--- src/sv/smbus_master_transfer_sequencer_macros.svh ---
// ----------------------------------------------------------------------------
// smbus master transfer sequencer assertion macros
// concurrent checks, empty when synthesised
// ----------------------------------------------------------------------------
`ifndef SMBUS_MASTER_TRANSFER_SEQUENCER_MACROS_SVH
`define SMBUS_MASTER_TRANSFER_SEQUENCER_MACROS_SVH

`ifndef SYNTHESIS
`define SMBMTS_ASSERT_IMP(lbl, ck, rstn, ante, cons) \
  lbl: assert property (@(posedge ck) disable iff (!rstn) (ante) |-> (cons)) \
    else $error("smbmts assertion failed");
`define SMBMTS_ASSERT_NXT(lbl, ck, rstn, ante, cons) \
  lbl: assert property (@(posedge ck) disable iff (!rstn) (ante) |=> (cons)) \
    else $error("smbmts assertion failed");
`else
`define SMBMTS_ASSERT_IMP(lbl, ck, rstn, ante, cons)
`define SMBMTS_ASSERT_NXT(lbl, ck, rstn, ante, cons)
`endif

`endif

--- src/sv/smbmts_pkg.sv ---
// ----------------------------------------------------------------------------
// smbmts_pkg
// shared codes, constants and result type of the smbus transfer sequencer
// ----------------------------------------------------------------------------
`default_nettype none

package smbmts_pkg;

  localparam int READ_DEPTH_DEF  = 32;
  localparam int WRITE_BYTES_DEF = 2;

  localparam logic [7:0] ADDR_MASK = 8'hFE;

  typedef enum logic [2:0] {
    REQ_WRITE      = 3'd0,
    REQ_READ       = 3'd1,
    REQ_START_SENT = 3'd2,
    REQ_BYTE_SENT  = 3'd3,
    REQ_BYTE_RCVD  = 3'd4,
    REQ_OTHER      = 3'd5,
    REQ_TIMEOUT    = 3'd6
  } req_type_t;

  typedef struct packed {
    logic        tx_valid;
    logic [7:0]  tx_byte;
    logic        start_cmd;
    logic        stop_cmd;
    logic        ack_out;
    logic        rx_store_valid;
    logic [4:0]  rx_index;
    logic [7:0]  rx_data;
    logic        bus_reset;
    logic        busy_res;
    logic        timed_out;
    logic [31:0] error_count;
  } res_t;

endpackage

`default_nettype wire

--- src/sv/smbmts_step.sv ---
// ----------------------------------------------------------------------------
// smbmts_step
// next state and result of one transaction, purely combinational
// ----------------------------------------------------------------------------
`default_nettype none

module smbmts_step #(
  parameter int READ_DEPTH  = smbmts_pkg::READ_DEPTH_DEF,
  parameter int WRITE_BYTES = smbmts_pkg::WRITE_BYTES_DEF,
  parameter int CNT_W       = $clog2(READ_DEPTH + 1)
) (
  input  wire logic [2:0]       req_type,
  input  wire logic [7:0]       target_address,
  input  wire logic [7:0]       write_byte_first,
  input  wire logic [7:0]       write_byte_second,
  input  wire logic [7:0]       read_length,
  input  wire logic             ack_in,
  input  wire logic             arb_lost,
  input  wire logic [7:0]       rx_byte,
  input  wire logic             busy,
  input  wire logic             rd_mode,
  input  wire logic             tmo,
  input  wire logic [31:0]      err,
  input  wire logic [1:0]       sent_cnt,
  input  wire logic [CNT_W-1:0] rx_cnt,
  input  wire logic [7:0]       tgt,
  input  wire logic [7:0]       pend0,
  input  wire logic [7:0]       pend1,
  input  wire logic [CNT_W-1:0] req_cnt,
  output logic                  busy_nxt,
  output logic                  rd_mode_nxt,
  output logic                  tmo_nxt,
  output logic [31:0]           err_nxt,
  output logic [1:0]            sent_cnt_nxt,
  output logic [CNT_W-1:0]      rx_cnt_nxt,
  output logic [7:0]            tgt_nxt,
  output logic [7:0]            pend0_nxt,
  output logic [7:0]            pend1_nxt,
  output logic [CNT_W-1:0]      req_cnt_nxt,
  output smbmts_pkg::res_t      res
);

  localparam logic [8:0]       DEPTH_9  = 9'(READ_DEPTH);
  localparam logic [CNT_W-1:0] DEPTH_C  = CNT_W'(READ_DEPTH);
  localparam logic [CNT_W-1:0] ONE_C    = CNT_W'(1);
  localparam logic [1:0]       WBYTES_2 = 2'(WRITE_BYTES);

  logic [CNT_W-1:0] len_sat;
  logic [6:0]       idx_w;
  logic [1:0]       sent_m1;

  always_comb begin
    if (read_length == 8'd0) begin
      len_sat = ONE_C;
    end else if ({1'b0, read_length} > DEPTH_9) begin
      len_sat = DEPTH_C;
    end else begin
      len_sat = CNT_W'(read_length);
    end
  end

  assign idx_w   = 7'(rx_cnt) - 7'd1;
  assign sent_m1 = sent_cnt - 2'd1;

  always_comb begin
    busy_nxt     = busy;
    rd_mode_nxt  = rd_mode;
    tmo_nxt      = tmo;
    err_nxt      = err;
    sent_cnt_nxt = sent_cnt;
    rx_cnt_nxt   = rx_cnt;
    tgt_nxt      = tgt;
    pend0_nxt    = pend0;
    pend1_nxt    = pend1;
    req_cnt_nxt  = req_cnt;
    res          = '0;

    unique case (req_type)
      smbmts_pkg::REQ_WRITE, smbmts_pkg::REQ_READ: begin
        if (!busy) begin
          busy_nxt      = 1'b1;
          tmo_nxt       = 1'b0;
          tgt_nxt       = target_address;
          res.start_cmd = 1'b1;
          if (req_type == smbmts_pkg::REQ_WRITE) begin
            rd_mode_nxt = 1'b0;
            pend0_nxt   = write_byte_first;
            pend1_nxt   = write_byte_second;
          end else begin
            rd_mode_nxt = 1'b1;
            req_cnt_nxt = len_sat;
          end
        end
      end
      smbmts_pkg::REQ_TIMEOUT: begin
        res.bus_reset = 1'b1;
        busy_nxt      = 1'b0;
        tmo_nxt       = 1'b1;
      end
      smbmts_pkg::REQ_START_SENT, smbmts_pkg::REQ_BYTE_SENT,
      smbmts_pkg::REQ_BYTE_RCVD, smbmts_pkg::REQ_OTHER: begin
        if (arb_lost || req_type == smbmts_pkg::REQ_OTHER) begin
          res.bus_reset = 1'b1;
          busy_nxt      = 1'b0;
          err_nxt       = err + 32'd1;
        end else if (req_type == smbmts_pkg::REQ_START_SENT) begin
          res.tx_valid = 1'b1;
          res.tx_byte  = (tgt & smbmts_pkg::ADDR_MASK) | {7'd0, rd_mode};
          rx_cnt_nxt   = ONE_C;
          sent_cnt_nxt = 2'd1;
        end else if (req_type == smbmts_pkg::REQ_BYTE_SENT) begin
          if (ack_in) begin
            if (!rd_mode) begin
              if (sent_cnt != 2'd0 && sent_cnt <= WBYTES_2) begin
                res.tx_valid = 1'b1;
                res.tx_byte  = sent_m1[0] ? pend1 : pend0;
                sent_cnt_nxt = sent_cnt + 2'd1;
              end else begin
                res.stop_cmd = 1'b1;
                busy_nxt     = 1'b0;
              end
            end
          end else begin
            res.stop_cmd  = 1'b1;
            res.start_cmd = 1'b1;
            err_nxt       = err + 32'd1;
          end
        end else begin
          res.rx_store_valid = 1'b1;
          res.rx_index       = idx_w[4:0];
          res.rx_data        = rx_byte;
          if (rx_cnt < req_cnt) begin
            res.ack_out = 1'b1;
            rx_cnt_nxt  = rx_cnt + ONE_C;
          end else begin
            res.stop_cmd = 1'b1;
            busy_nxt     = 1'b0;
          end
        end
      end
      default: begin
      end
    endcase

    res.busy_res    = busy_nxt;
    res.timed_out   = tmo_nxt;
    res.error_count = err_nxt;
  end

endmodule

`default_nettype wire

--- src/sv/smbus_master_transfer_sequencer.sv ---
// ----------------------------------------------------------------------------
// smbus_master_transfer_sequencer
// result: an accepted transaction's result is registered and shows on out_* in the next cycle
// throughput: one transaction per cycle while out_stall is low, set by the single result register
// reset: synchronous rst_n clears busy, timeout and error count and loads one into the counters
// ----------------------------------------------------------------------------
`default_nettype none

`include "smbus_master_transfer_sequencer_macros.svh"

module smbus_master_transfer_sequencer #(
  parameter int READ_DEPTH  = smbmts_pkg::READ_DEPTH_DEF,
  parameter int WRITE_BYTES = smbmts_pkg::WRITE_BYTES_DEF
) (
  input  wire logic        clk,
  input  wire logic        rst_n,
  input  wire logic        in_valid,
  output logic             in_stall,
  input  wire logic [2:0]  in_req_type,
  input  wire logic [7:0]  in_target_address,
  input  wire logic [7:0]  in_write_byte_first,
  input  wire logic [7:0]  in_write_byte_second,
  input  wire logic [7:0]  in_read_length,
  input  wire logic        in_ack_in,
  input  wire logic        in_arb_lost,
  input  wire logic [7:0]  in_rx_byte,
  output logic             out_valid,
  input  wire logic        out_stall,
  output logic             out_tx_valid,
  output logic [7:0]       out_tx_byte,
  output logic             out_start_cmd,
  output logic             out_stop_cmd,
  output logic             out_ack_out,
  output logic             out_rx_store_valid,
  output logic [4:0]       out_rx_index,
  output logic [7:0]       out_rx_data,
  output logic             out_bus_reset,
  output logic             out_busy_res,
  output logic             out_timed_out,
  output logic [31:0]      out_error_count
);

  localparam int CNT_W = $clog2(READ_DEPTH + 1);

  logic             in_acc;
  logic             out_valid_r, out_valid_nxt;
  smbmts_pkg::res_t res_r, res_nxt;

  logic             busy_r, busy_nxt;
  logic             rd_mode_r, rd_mode_nxt;
  logic             tmo_r, tmo_nxt;
  logic [31:0]      err_r, err_nxt;
  logic [1:0]       sent_cnt_r, sent_cnt_nxt;
  logic [CNT_W-1:0] rx_cnt_r, rx_cnt_nxt;
  logic [7:0]       tgt_r, tgt_nxt;
  logic [7:0]       pend0_r, pend0_nxt;
  logic [7:0]       pend1_r, pend1_nxt;
  logic [CNT_W-1:0] req_cnt_r, req_cnt_nxt;

  assign in_stall      = out_valid_r & out_stall;
  assign in_acc        = in_valid & ~in_stall;
  assign out_valid_nxt = in_acc | (out_valid_r & out_stall);

  smbmts_step #(
    .READ_DEPTH  (READ_DEPTH),
    .WRITE_BYTES (WRITE_BYTES),
    .CNT_W       (CNT_W)
  ) u_step (
    .req_type          (in_req_type),
    .target_address    (in_target_address),
    .write_byte_first  (in_write_byte_first),
    .write_byte_second (in_write_byte_second),
    .read_length       (in_read_length),
    .ack_in            (in_ack_in),
    .arb_lost          (in_arb_lost),
    .rx_byte           (in_rx_byte),
    .busy              (busy_r),
    .rd_mode           (rd_mode_r),
    .tmo               (tmo_r),
    .err               (err_r),
    .sent_cnt          (sent_cnt_r),
    .rx_cnt            (rx_cnt_r),
    .tgt               (tgt_r),
    .pend0             (pend0_r),
    .pend1             (pend1_r),
    .req_cnt           (req_cnt_r),
    .busy_nxt          (busy_nxt),
    .rd_mode_nxt       (rd_mode_nxt),
    .tmo_nxt           (tmo_nxt),
    .err_nxt           (err_nxt),
    .sent_cnt_nxt      (sent_cnt_nxt),
    .rx_cnt_nxt        (rx_cnt_nxt),
    .tgt_nxt           (tgt_nxt),
    .pend0_nxt         (pend0_nxt),
    .pend1_nxt         (pend1_nxt),
    .req_cnt_nxt       (req_cnt_nxt),
    .res               (res_nxt)
  );

  always_ff @(posedge clk) begin
    if (!rst_n) begin
      out_valid_r <= 1'b0;
      busy_r      <= 1'b0;
      rd_mode_r   <= 1'b0;
      tmo_r       <= 1'b0;
      err_r       <= '0;
      sent_cnt_r  <= 2'd1;
      rx_cnt_r    <= CNT_W'(1);
      tgt_r       <= '0;
      pend0_r     <= '0;
      pend1_r     <= '0;
      req_cnt_r   <= CNT_W'(1);
    end else begin
      out_valid_r <= out_valid_nxt;
      if (in_acc) begin
        busy_r     <= busy_nxt;
        rd_mode_r  <= rd_mode_nxt;
        tmo_r      <= tmo_nxt;
        err_r      <= err_nxt;
        sent_cnt_r <= sent_cnt_nxt;
        rx_cnt_r   <= rx_cnt_nxt;
        tgt_r      <= tgt_nxt;
        pend0_r    <= pend0_nxt;
        pend1_r    <= pend1_nxt;
        req_cnt_r  <= req_cnt_nxt;
      end
    end
  end

  // result register
  always_ff @(posedge clk) begin
    if (in_acc) begin
      res_r <= res_nxt;
    end
  end

  assign out_valid          = out_valid_r;
  assign out_tx_valid       = res_r.tx_valid;
  assign out_tx_byte        = res_r.tx_byte;
  assign out_start_cmd      = res_r.start_cmd;
  assign out_stop_cmd       = res_r.stop_cmd;
  assign out_ack_out        = res_r.ack_out;
  assign out_rx_store_valid = res_r.rx_store_valid;
  assign out_rx_index       = res_r.rx_index;
  assign out_rx_data        = res_r.rx_data;
  assign out_bus_reset      = res_r.bus_reset;
  assign out_busy_res       = res_r.busy_res;
  assign out_timed_out      = res_r.timed_out;
  assign out_error_count    = res_r.error_count;

  `SMBMTS_ASSERT_NXT(a_tmo_idle, clk, rst_n, in_acc && in_req_type == smbmts_pkg::REQ_TIMEOUT, !busy_r && tmo_r)
  `SMBMTS_ASSERT_NXT(a_err_step, clk, rst_n, in_acc, err_r == $past(err_r) || err_r == $past(err_r) + 32'd1)
  `SMBMTS_ASSERT_NXT(a_err_hold, clk, rst_n, !in_acc, $stable(err_r) && $stable(busy_r))
  `SMBMTS_ASSERT_NXT(a_req_busy, clk, rst_n, in_acc && (in_req_type == smbmts_pkg::REQ_WRITE || in_req_type == smbmts_pkg::REQ_READ), busy_r && out_busy_res)
  `SMBMTS_ASSERT_IMP(a_out_err, clk, rst_n, out_valid_r, out_error_count == err_r)

endmodule

`default_nettype wire

--- config.mk ---
export PLATFORM = sky130hd
export DESIGN_NAME = smbus_master_transfer_sequencer
export DESIGN_NICKNAME = d
export VERILOG_FILES = /design/src/sv/smbmts_pkg.sv /design/src/sv/smbmts_step.sv /design/src/sv/smbus_master_transfer_sequencer.sv
export VERILOG_INCLUDE_DIRS = /design/src /design/src/sv
export SDC_FILE = /design/constraint.sdc
export NUM_CORES = 1
export LEC_CHECK = 0
export BUFFER_PORTS_ARGS = -buffer_cell sky130_fd_sc_hd__buf_2
export CAP_MARGIN = 20
export CORE_MARGIN = 4
export CORE_UTILIZATION = 60
export DETAILED_ROUTE_END_ITERATION = 10
export PLACE_DENSITY_LB_ADDON = 0.15
export SLEW_MARGIN = 20
export SYNTH_ARGS = -nofsm -noshare
export SYNTH_HDL_FRONTEND = slang
export SYNTH_SLANG_ARGS = --single-unit
--- constraint.sdc ---
create_clock -name clk -period 9.49 [get_ports clk]
set_input_delay 1.898 -clock clk [delete_from_list [all_inputs] [get_ports clk]]
set_output_delay 1.898 -clock clk [all_outputs]
set_load 0.01 [all_outputs]
==> results.md, run 1 <==
| Metric | This run | Unit |
| --- | --- | --- |
| Result of the run | finished clean | - |
| Number of nets in the layout | 791 | - |
| Mean cell area of the mapped netlist | 9.81 | um2 |
| Most area-consuming cells after synthesis | sky130_fd_sc_hd__edfxtp_1 (29%), sky130_fd_sc_hd__dfxtp_1 (23%), sky130_fd_sc_hd__a21oi_1 (4.8%) | - |
| Filler Cell Count | 759 | - |
| Floorplan core area | 0.0103 | mm2 |
| Setup fix buffers added after clock tree synthesis | 0 | - |
| Min Clock Period, post-route | 4.23 | ns |
| Resize count post-CTS | 0 | - |
| Part of the Yosys area used for sequential elements | 0.522 | - |
| Remaining global-route overflow | 0 | - |
| Die H | 111 | um |
| Register clock-pin slew on the reported worst setup and hold paths | 0.06 | ns |
| Routability congestion estimate from global placement | 0.796 | - |
| DRT Pass-1 Iters | 5 | - |
| Total die area | 0.0122 | mm2 |
| Largest clock skew in the final design | 0.00571 | ns |
| Unrepaired setup endpoints after global routing | no | - |
| First-pass GRT wire length | 23.6 | mm |
| Clock tree from TritonCTS | yes | - |
| Vias in the first global route | 5101 | - |
| Max-cap violations | 0 | - |
| Layout cells sized above 1 | 0.218 | - |
| Die X | 111 | um |
| Post-synth net total | 700 | - |
| Final-layout setup total negative slack | 0 | ns |
| Post-Route WL | 14.0 | mm |
| Worst EP arrival | 4.65 | ns |
| DRT iter0 DRCs | 345 | - |
| Post-Layout Inst Area | 0.00745 | mm2 |
| Number of hold violations in the final report | 0 | - |
| Fmax | 0.237 | GHz |
| Dominant register cell in the synthesized netlist | sky130_fd_sc_hd__dfxtp_1 | - |
| CTS hold repair buffers | 0 | - |
| H-Tree Level Count | 4 | - |
| Detailed-route via count | 5190 | - |
| Global-route total usage across every layer | 0.231 | - |
| Setup Viol. Count Final | 0 | - |
| Biggest area consumer among synthesized cells | sky130_fd_sc_hd__edfxtp_1 | - |
| Worst slack at placement | 4.71 | ns |
| Critical path launch point type | input pin | - |
| Number of buffers on the longest clock path | 2 | - |
| ANT cells | 0 | - |
| Yosys warning count | 0 | - |
| Cell area power density | 185 | mW/mm2 |
| Hold Startpoint | pend1_r[4] | - |
| Clock Root Buffer | sky130_fd_sc_hd__clkbuf_8 | - |
| Number of flip-flops and latches in the synthesized netlist | 134 | - |
| Number of antenna violations at the first check in global routing | 0 | - |
| Type of destination of the critical path | flip-flop | - |
| Placed standard-cell area | 0.00685 | mm2 |
| CP Data Required Time | 9.92 | ns |
| Top-Level Pins | 112 | - |
| Leak pwr | 2.84 | nW |
| Post-route antenna net violation count | 0 | - |
| Tightest Hold Check Type | flip-flop to flip-flop | - |
| Final worst path period share | 0.445 | - |
| Vias per Instance | 5.88 | - |
| Area taken by flip-flops and latches | 0.00329 | mm2 |
| Fraction of synthesis flops using an asynchronous set or reset pin | 0 | - |
| Effective utilization at floorplan | 0.614 | - |
| Depth of the most critical reg-to-reg path | 7 | - |
| Clock latency on the worst-skew pair | 0.52 | ns |
| Total CTS buffers | 17 | - |
| Cell variety after synth | 58 | - |
| Final hold slack | 0.478 | ns |
| Total power | 1.38 | mW |
| Type of the setup path with the least slack | input pin to flip-flop | - |
| Clock sink total | 134 | - |
| DR DRC count | 0 | - |
| Pins Over Slew Limit | 0 | - |
| Mapped Cells | 643 | - |
| Syn Std Cell Area | 0.00631 | mm2 |
| Final worst slack | 5.26 | ns |
| R2R Path Start | out_valid | - |
| Actual slew at the worst max-slew pin | 0.969 | ns |
| First element of the critical path | in_valid | - |
| Area share of the largest cell type after synthesis | 0.290 | - |
| HPWL after detailed placement | 9.22 | mm |
| Wirelength per Cell | 15.9 | um |
| Area growth syn-to-layout | 18.1 | % |
| Slew headroom | 0.354 | - |
| Worst Path Max Fanout | 48 | - |
| Maximum VDD drop | 0.000105 | V |
| Hold depth | 2 | - |
| Maximum number of pins on one net before global-route repair | 67 | - |
| Number of flops mapped to enable cells by yosys | 61 | - |
| Area of the multi-input gates | 0.00276 | mm2 |
| Num rows | 37 | - |
| Buffers added on ports | 110 | - |
[cell usage after synthesis, types with 2 or more instances]
| cell | instances |
|---|---|
| sky130_fd_sc_hd__and2_1 | 11 |
| sky130_fd_sc_hd__buf_2 | 8 |
| sky130_fd_sc_hd__o31ai_1 | 11 |
| sky130_fd_sc_hd__nor4_1 | 4 |
| sky130_fd_sc_hd__nand2b_1 | 7 |
| sky130_fd_sc_hd__o21a_1 | 4 |
| sky130_fd_sc_hd__or2_2 | 2 |
| sky130_fd_sc_hd__or4_1 | 12 |
| sky130_fd_sc_hd__inv_1 | 18 |
| sky130_fd_sc_hd__nor4_4 | 2 |
| sky130_fd_sc_hd__edfxtp_1 | 61 |
| sky130_fd_sc_hd__nor3_1 | 13 |
| sky130_fd_sc_hd__nand3_1 | 16 |
| sky130_fd_sc_hd__a22oi_1 | 12 |
| sky130_fd_sc_hd__a21o_1 | 2 |
| sky130_fd_sc_hd__nand4_1 | 15 |
| sky130_fd_sc_hd__clkbuf_1 | 25 |
| sky130_fd_sc_hd__o21ai_0 | 36 |
| sky130_fd_sc_hd__nand2_1 | 50 |
| sky130_fd_sc_hd__xor2_1 | 17 |
| sky130_fd_sc_hd__dfxtp_1 | 73 |
| sky130_fd_sc_hd__nand4_2 | 2 |
| sky130_fd_sc_hd__and3_1 | 5 |
| sky130_fd_sc_hd__or3_1 | 22 |
| sky130_fd_sc_hd__nor2_1 | 69 |
| sky130_fd_sc_hd__buf_4 | 2 |
| sky130_fd_sc_hd__ha_1 | 8 |
| sky130_fd_sc_hd__o211ai_1 | 6 |
| sky130_fd_sc_hd__o221ai_1 | 2 |
| sky130_fd_sc_hd__mux2i_1 | 8 |
| sky130_fd_sc_hd__nor2b_1 | 4 |
| sky130_fd_sc_hd__o31a_1 | 2 |
| sky130_fd_sc_hd__xnor2_1 | 21 |
| sky130_fd_sc_hd__a31oi_1 | 7 |
| sky130_fd_sc_hd__a21oi_1 | 60 |
| sky130_fd_sc_hd__nand4_4 | 2 |
| sky130_fd_sc_hd__buf_6 | 3 |
[flip-flops by register name, summed over array words and instances, names as in the netlist, 2 cells and up]
signal,flops
rx_cnt_r,6
pend1_r,8
out_tx_byte,8
out_rx_data,8
out_rx_index,5
out_error_count,32
sent_cnt_r,2
tgt_r,7
req_cnt_r,6
pend0_r,8
err_r,32
[worst paths after layout]
kind | end | slack, ns
min | pend1_r[4] | 0.48
max reg2reg | rx_cnt_r[5] | 6.41
min reg2reg | pend1_r[4] | 0.48
max | rx_cnt_r[5] | 5.26
[cells in the final DEF (no fill, tap or decap), types with 18 or more instances in the layout]
master                      count
sky130_fd_sc_hd__nand2_1       50
sky130_fd_sc_hd__clkbuf_16     18
sky130_fd_sc_hd__o21ai_0       36
sky130_fd_sc_hd__buf_2        110
sky130_fd_sc_hd__dfxtp_1       73
sky130_fd_sc_hd__or3_1         22
sky130_fd_sc_hd__a21oi_1       60
sky130_fd_sc_hd__xnor2_1       21
sky130_fd_sc_hd__edfxtp_1      61
sky130_fd_sc_hd__nor2_1        68
[metrics by stage]
| stage | instances | util |
|---|---|---|
| floorplan | 643 | - |
| global placement | 851 | 0.666 |
| detailed placement | 851 | 0.666 |
| CTS | 883 | 0.724 |
| global route | 883 | 0.725 |
| finish | 883 | 0.725 |
[metal layers]
layer,GRT usage,vias to the layer above,share of wire,wire [um]
li1,-,2506,-,-
met1,0.278,2486,0.41,5800
met2,0.400,172,0.51,7180
met3,0.0641,26,0.057,792
met4,0.0780,0,0.016,228
met5,0,-,0,0
[cell families (layout without fill, tap and decap cells)]
group,after synthesis,in the layout,share of synthesized area
flip-flops,134,134,0.522
AO/OA/AOI/OAI,151,151,0.144
multiplexers,9,9,0.0145
XOR/XNOR,38,38,0.0528
adder cells (fa/ha/maj),8,8,0.0159
buffers and inverters,58,162,0.0411
AND/OR/NAND/NOR,245,245,0.209
[power by group]
group          internal, mW  switching [mW]
combinational        0.0321          0.0589
clock                 0.411           0.246
sequential            0.623         0.00820
total                  1.07           0.313
[critical path, cell delays in order]
cell,delay (ns)
sky130_fd_sc_hd__buf_2,0.08
sky130_fd_sc_hd__a21bo_2,0.43
sky130_fd_sc_hd__inv_2,0.52
sky130_fd_sc_hd__buf_4,0.59
sky130_fd_sc_hd__o21ai_2,0.28
sky130_fd_sc_hd__or3_1,0.37
sky130_fd_sc_hd__or3_1,0.31
sky130_fd_sc_hd__a31oi_1,0.16
[area by class of cell]
| class | count | area share |
|---|---|---|
| sequential | 134 | 0.442 |
| inverter | 19 | 0.00974 |
| clock inverter | 11 | 0.0156 |
| timing repair buffer | 111 | 0.0749 |
| multi-input combinational | 451 | 0.370 |
| tap | 136 | 0.0228 |
| clock buffer | 21 | 0.0647 |
Note: power is estimated with default switching activity, not from simulation.
==> run 2, diff against run 1 <==
CORE_UTILIZATION = 51   (was 60)
clock period = 3.5 ns   (was 9.49 ns; I/O delays follow)
==> run 2 against run 1 <==
Compared with the run above:
- non-clock buffer count is 6 higher
- global-route usage is 3.1 points lower
- via count is 2.8% lower
- first-iteration DRC count is 30% lower
- setup slack worse by 4.3 ns
- register-to-register slack worse by 5.2 ns
- final area is 0.22% higher
- largest power group is now registers
- critical path type unchanged
- die area is 16% higher
- clock-buffer cell count is 3 higher
- combinational power grew to 2.8 times the previous value
==> results.md, run 2 (synthesized netlist as in run 1, its figures left out) <==
| Metric | This run | Unit |
| --- | --- | --- |
| Result of the run | finished clean | - |
| First element of the critical path | in_req_type[0] | - |
| Number of buffers on the longest clock path | 2 | - |
| DR DRC count | 0 | - |
| Clock tree from TritonCTS | yes | - |
| Maximum number of pins on one net before global-route repair | 42 | - |
| Clock latency on the worst-skew pair | 0.42 | ns |
| CP Data Required Time | 3.84 | ns |
| Leak pwr | 2.83 | nW |
| Register clock-pin slew on the reported worst setup and hold paths | 0.05 | ns |
| Vias in the first global route | 4870 | - |
| Tightest Hold Check Type | flip-flop to flip-flop | - |
| Commonest cells after routing, fill and taps aside | sky130_fd_sc_hd__buf_2 (110), sky130_fd_sc_hd__dfxtp_1 (73), sky130_fd_sc_hd__nor2_1 (69) | - |
| Worst Path Max Fanout | 27 | - |
| Number of nets in the layout | 797 | - |
| Final worst path period share | 0.732 | - |
| Worst EP arrival | 2.90 | ns |
| Buffers added on ports | 110 | - |
| Unrepaired setup endpoints after global routing | no | - |
| Hold Startpoint | pend0_r[1] | - |
| Routability congestion estimate from global placement | 0.822 | - |
| Clock Root Buffer | sky130_fd_sc_hd__clkbuf_16 | - |
| DRT Pass-1 Iters | 4 | - |
| Min Clock Period, post-route | 2.56 | ns |
| Effective utilization at floorplan | 0.523 | - |
| Die X | 119 | um |
| Total die area | 0.0142 | mm2 |
| Cell area power density | 475 | mW/mm2 |
| Pins Over Slew Limit | 0 | - |
| HPWL after detailed placement | 9.43 | mm |
| Resize count post-CTS | 0 | - |
| Post-route antenna net violation count | 0 | - |
| H-Tree Level Count | 4 | - |
| Fmax | 0.391 | GHz |
| Layout cells sized above 1 | 0.210 | - |
| Total CTS buffers | 17 | - |
| ANT cells | 0 | - |
| Critical path launch point type | input pin | - |
| Wirelength per Cell | 14.9 | um |
| Top-Level Pins | 112 | - |
| DRT iter0 DRCs | 241 | - |
| R2R Path Start | out_valid | - |
| Final-layout setup total negative slack | 0 | ns |
| Setup Viol. Count Final | 0 | - |
| Post-Route WL | 13.8 | mm |
| Clock sink total | 134 | - |
| Number of hold violations in the final report | 0 | - |
| Number of antenna violations at the first check in global routing | 0 | - |
| Type of the setup path with the least slack | input pin to flip-flop | - |
| Type of destination of the critical path | flip-flop | - |
| Setup fix buffers added after clock tree synthesis | 0 | - |
| Detailed-route via count | 5046 | - |
| Die H | 119 | um |
| Actual slew at the worst max-slew pin | 0.725 | ns |
| Core utilization of the finished layout | 0.619 | - |
| Slew headroom | 0.516 | - |
| Global-route total usage across every layer | 0.200 | - |
| Num rows | 40 | - |
| Area growth syn-to-layout | 18.4 | % |
| Max-cap violations | 0 | - |
| Leading cell type in the layout, fill and taps excluded | sky130_fd_sc_hd__buf_2 | - |
| Largest clock skew in the final design | 0.00570 | ns |
| Vias per Instance | 5.48 | - |
| First-pass GRT wire length | 23.0 | mm |
| Floorplan core area | 0.0121 | mm2 |
| Remaining global-route overflow | 0 | - |
| Maximum VDD drop | 0.000306 | V |
| CTS hold repair buffers | 0 | - |
run 2: cell types whose count changed in the layout (fill, tap and decap cells not counted), moves of 2 or more:
cell / change
sky130_fd_sc_hd__buf_4: +5
sky130_fd_sc_hd__clkbuf_1: +5
sky130_fd_sc_hd__clkinv_1: +5
sky130_fd_sc_hd__clkinv_2: -3
sky130_fd_sc_hd__clkinvlp_4: -2
sky130_fd_sc_hd__inv_4: -2
run 2: through the flow:
stage | setup slack, ns | instances | hold slack, ns | total power, mW | cell area (um2)
after global placement | 0.613 | 888 | 0.461 | 1.99 | 6930
after detailed placement | 0.571 | 889 | 0.469 | 2.00 | 6950
after CTS | 0.961 | 921 | 0.476 | 3.58 | 7470
final | 0.939 | 921 | 0.475 | 3.54 | 7470
after global routing | 0.726 | 921 | 0.493 | 3.69 | 7470
after floorplan | 0.786 | 643 | 0.440 | 1.89 | 6310
run 2: final timing paths:
| check | end | slack [ns] | depth (start not counted) |
|---|---|---|---|
| setup / recovery | err_r[26] | 0.94 | 6 |
| hold / removal | pend0_r[1] | 0.48 | 2 |
| setup reg to reg | err_r[26] | 1.21 | 6 |
| hold reg to reg | pend0_r[1] | 0.48 | 2 |
run 2: cell type report:
type / instances / area [um2]
clock buffer: 24 / 462
clock inverter: 8 / 58.8
fill: 1019 / 4600
inverter: 19 / 71.3
multi-input combinational: 451 / 2760
sequential: 134 / 3290
tap: 168 / 210
timing repair buffer: 117 / 616
run 2: metal layers:
metal / GRT usage / wire length, um / part of all wire / vias up
met5: 0 / 0 / 0 / -
met4: 0.0876 / 334 / 0.024 / 0
met3: 0.0465 / 707 / 0.051 / 28
met2: 0.341 / 6970 / 0.51 / 142
met1: 0.241 / 5750 / 0.42 / 2362
li1: - / - / - / 2514
run 2: where the power goes:
part           leakage [nW]  switching, mW  internal (mW)
clock                 0.254          0.602          0.978
combinational          1.38          0.160         0.0929
sequential             1.20         0.0220           1.69
total                  2.83          0.784           2.76
run 2: critical path, cell delays in order:
cell and delay, ns:
sky130_fd_sc_hd__buf_2 0.40, sky130_fd_sc_hd__a2bb2oi_2 0.30, sky130_fd_sc_hd__and2_1 0.34, sky130_fd_sc_hd__nand4_1 0.48, sky130_fd_sc_hd__or3_1 0.50, sky130_fd_sc_hd__a21oi_1 0.18
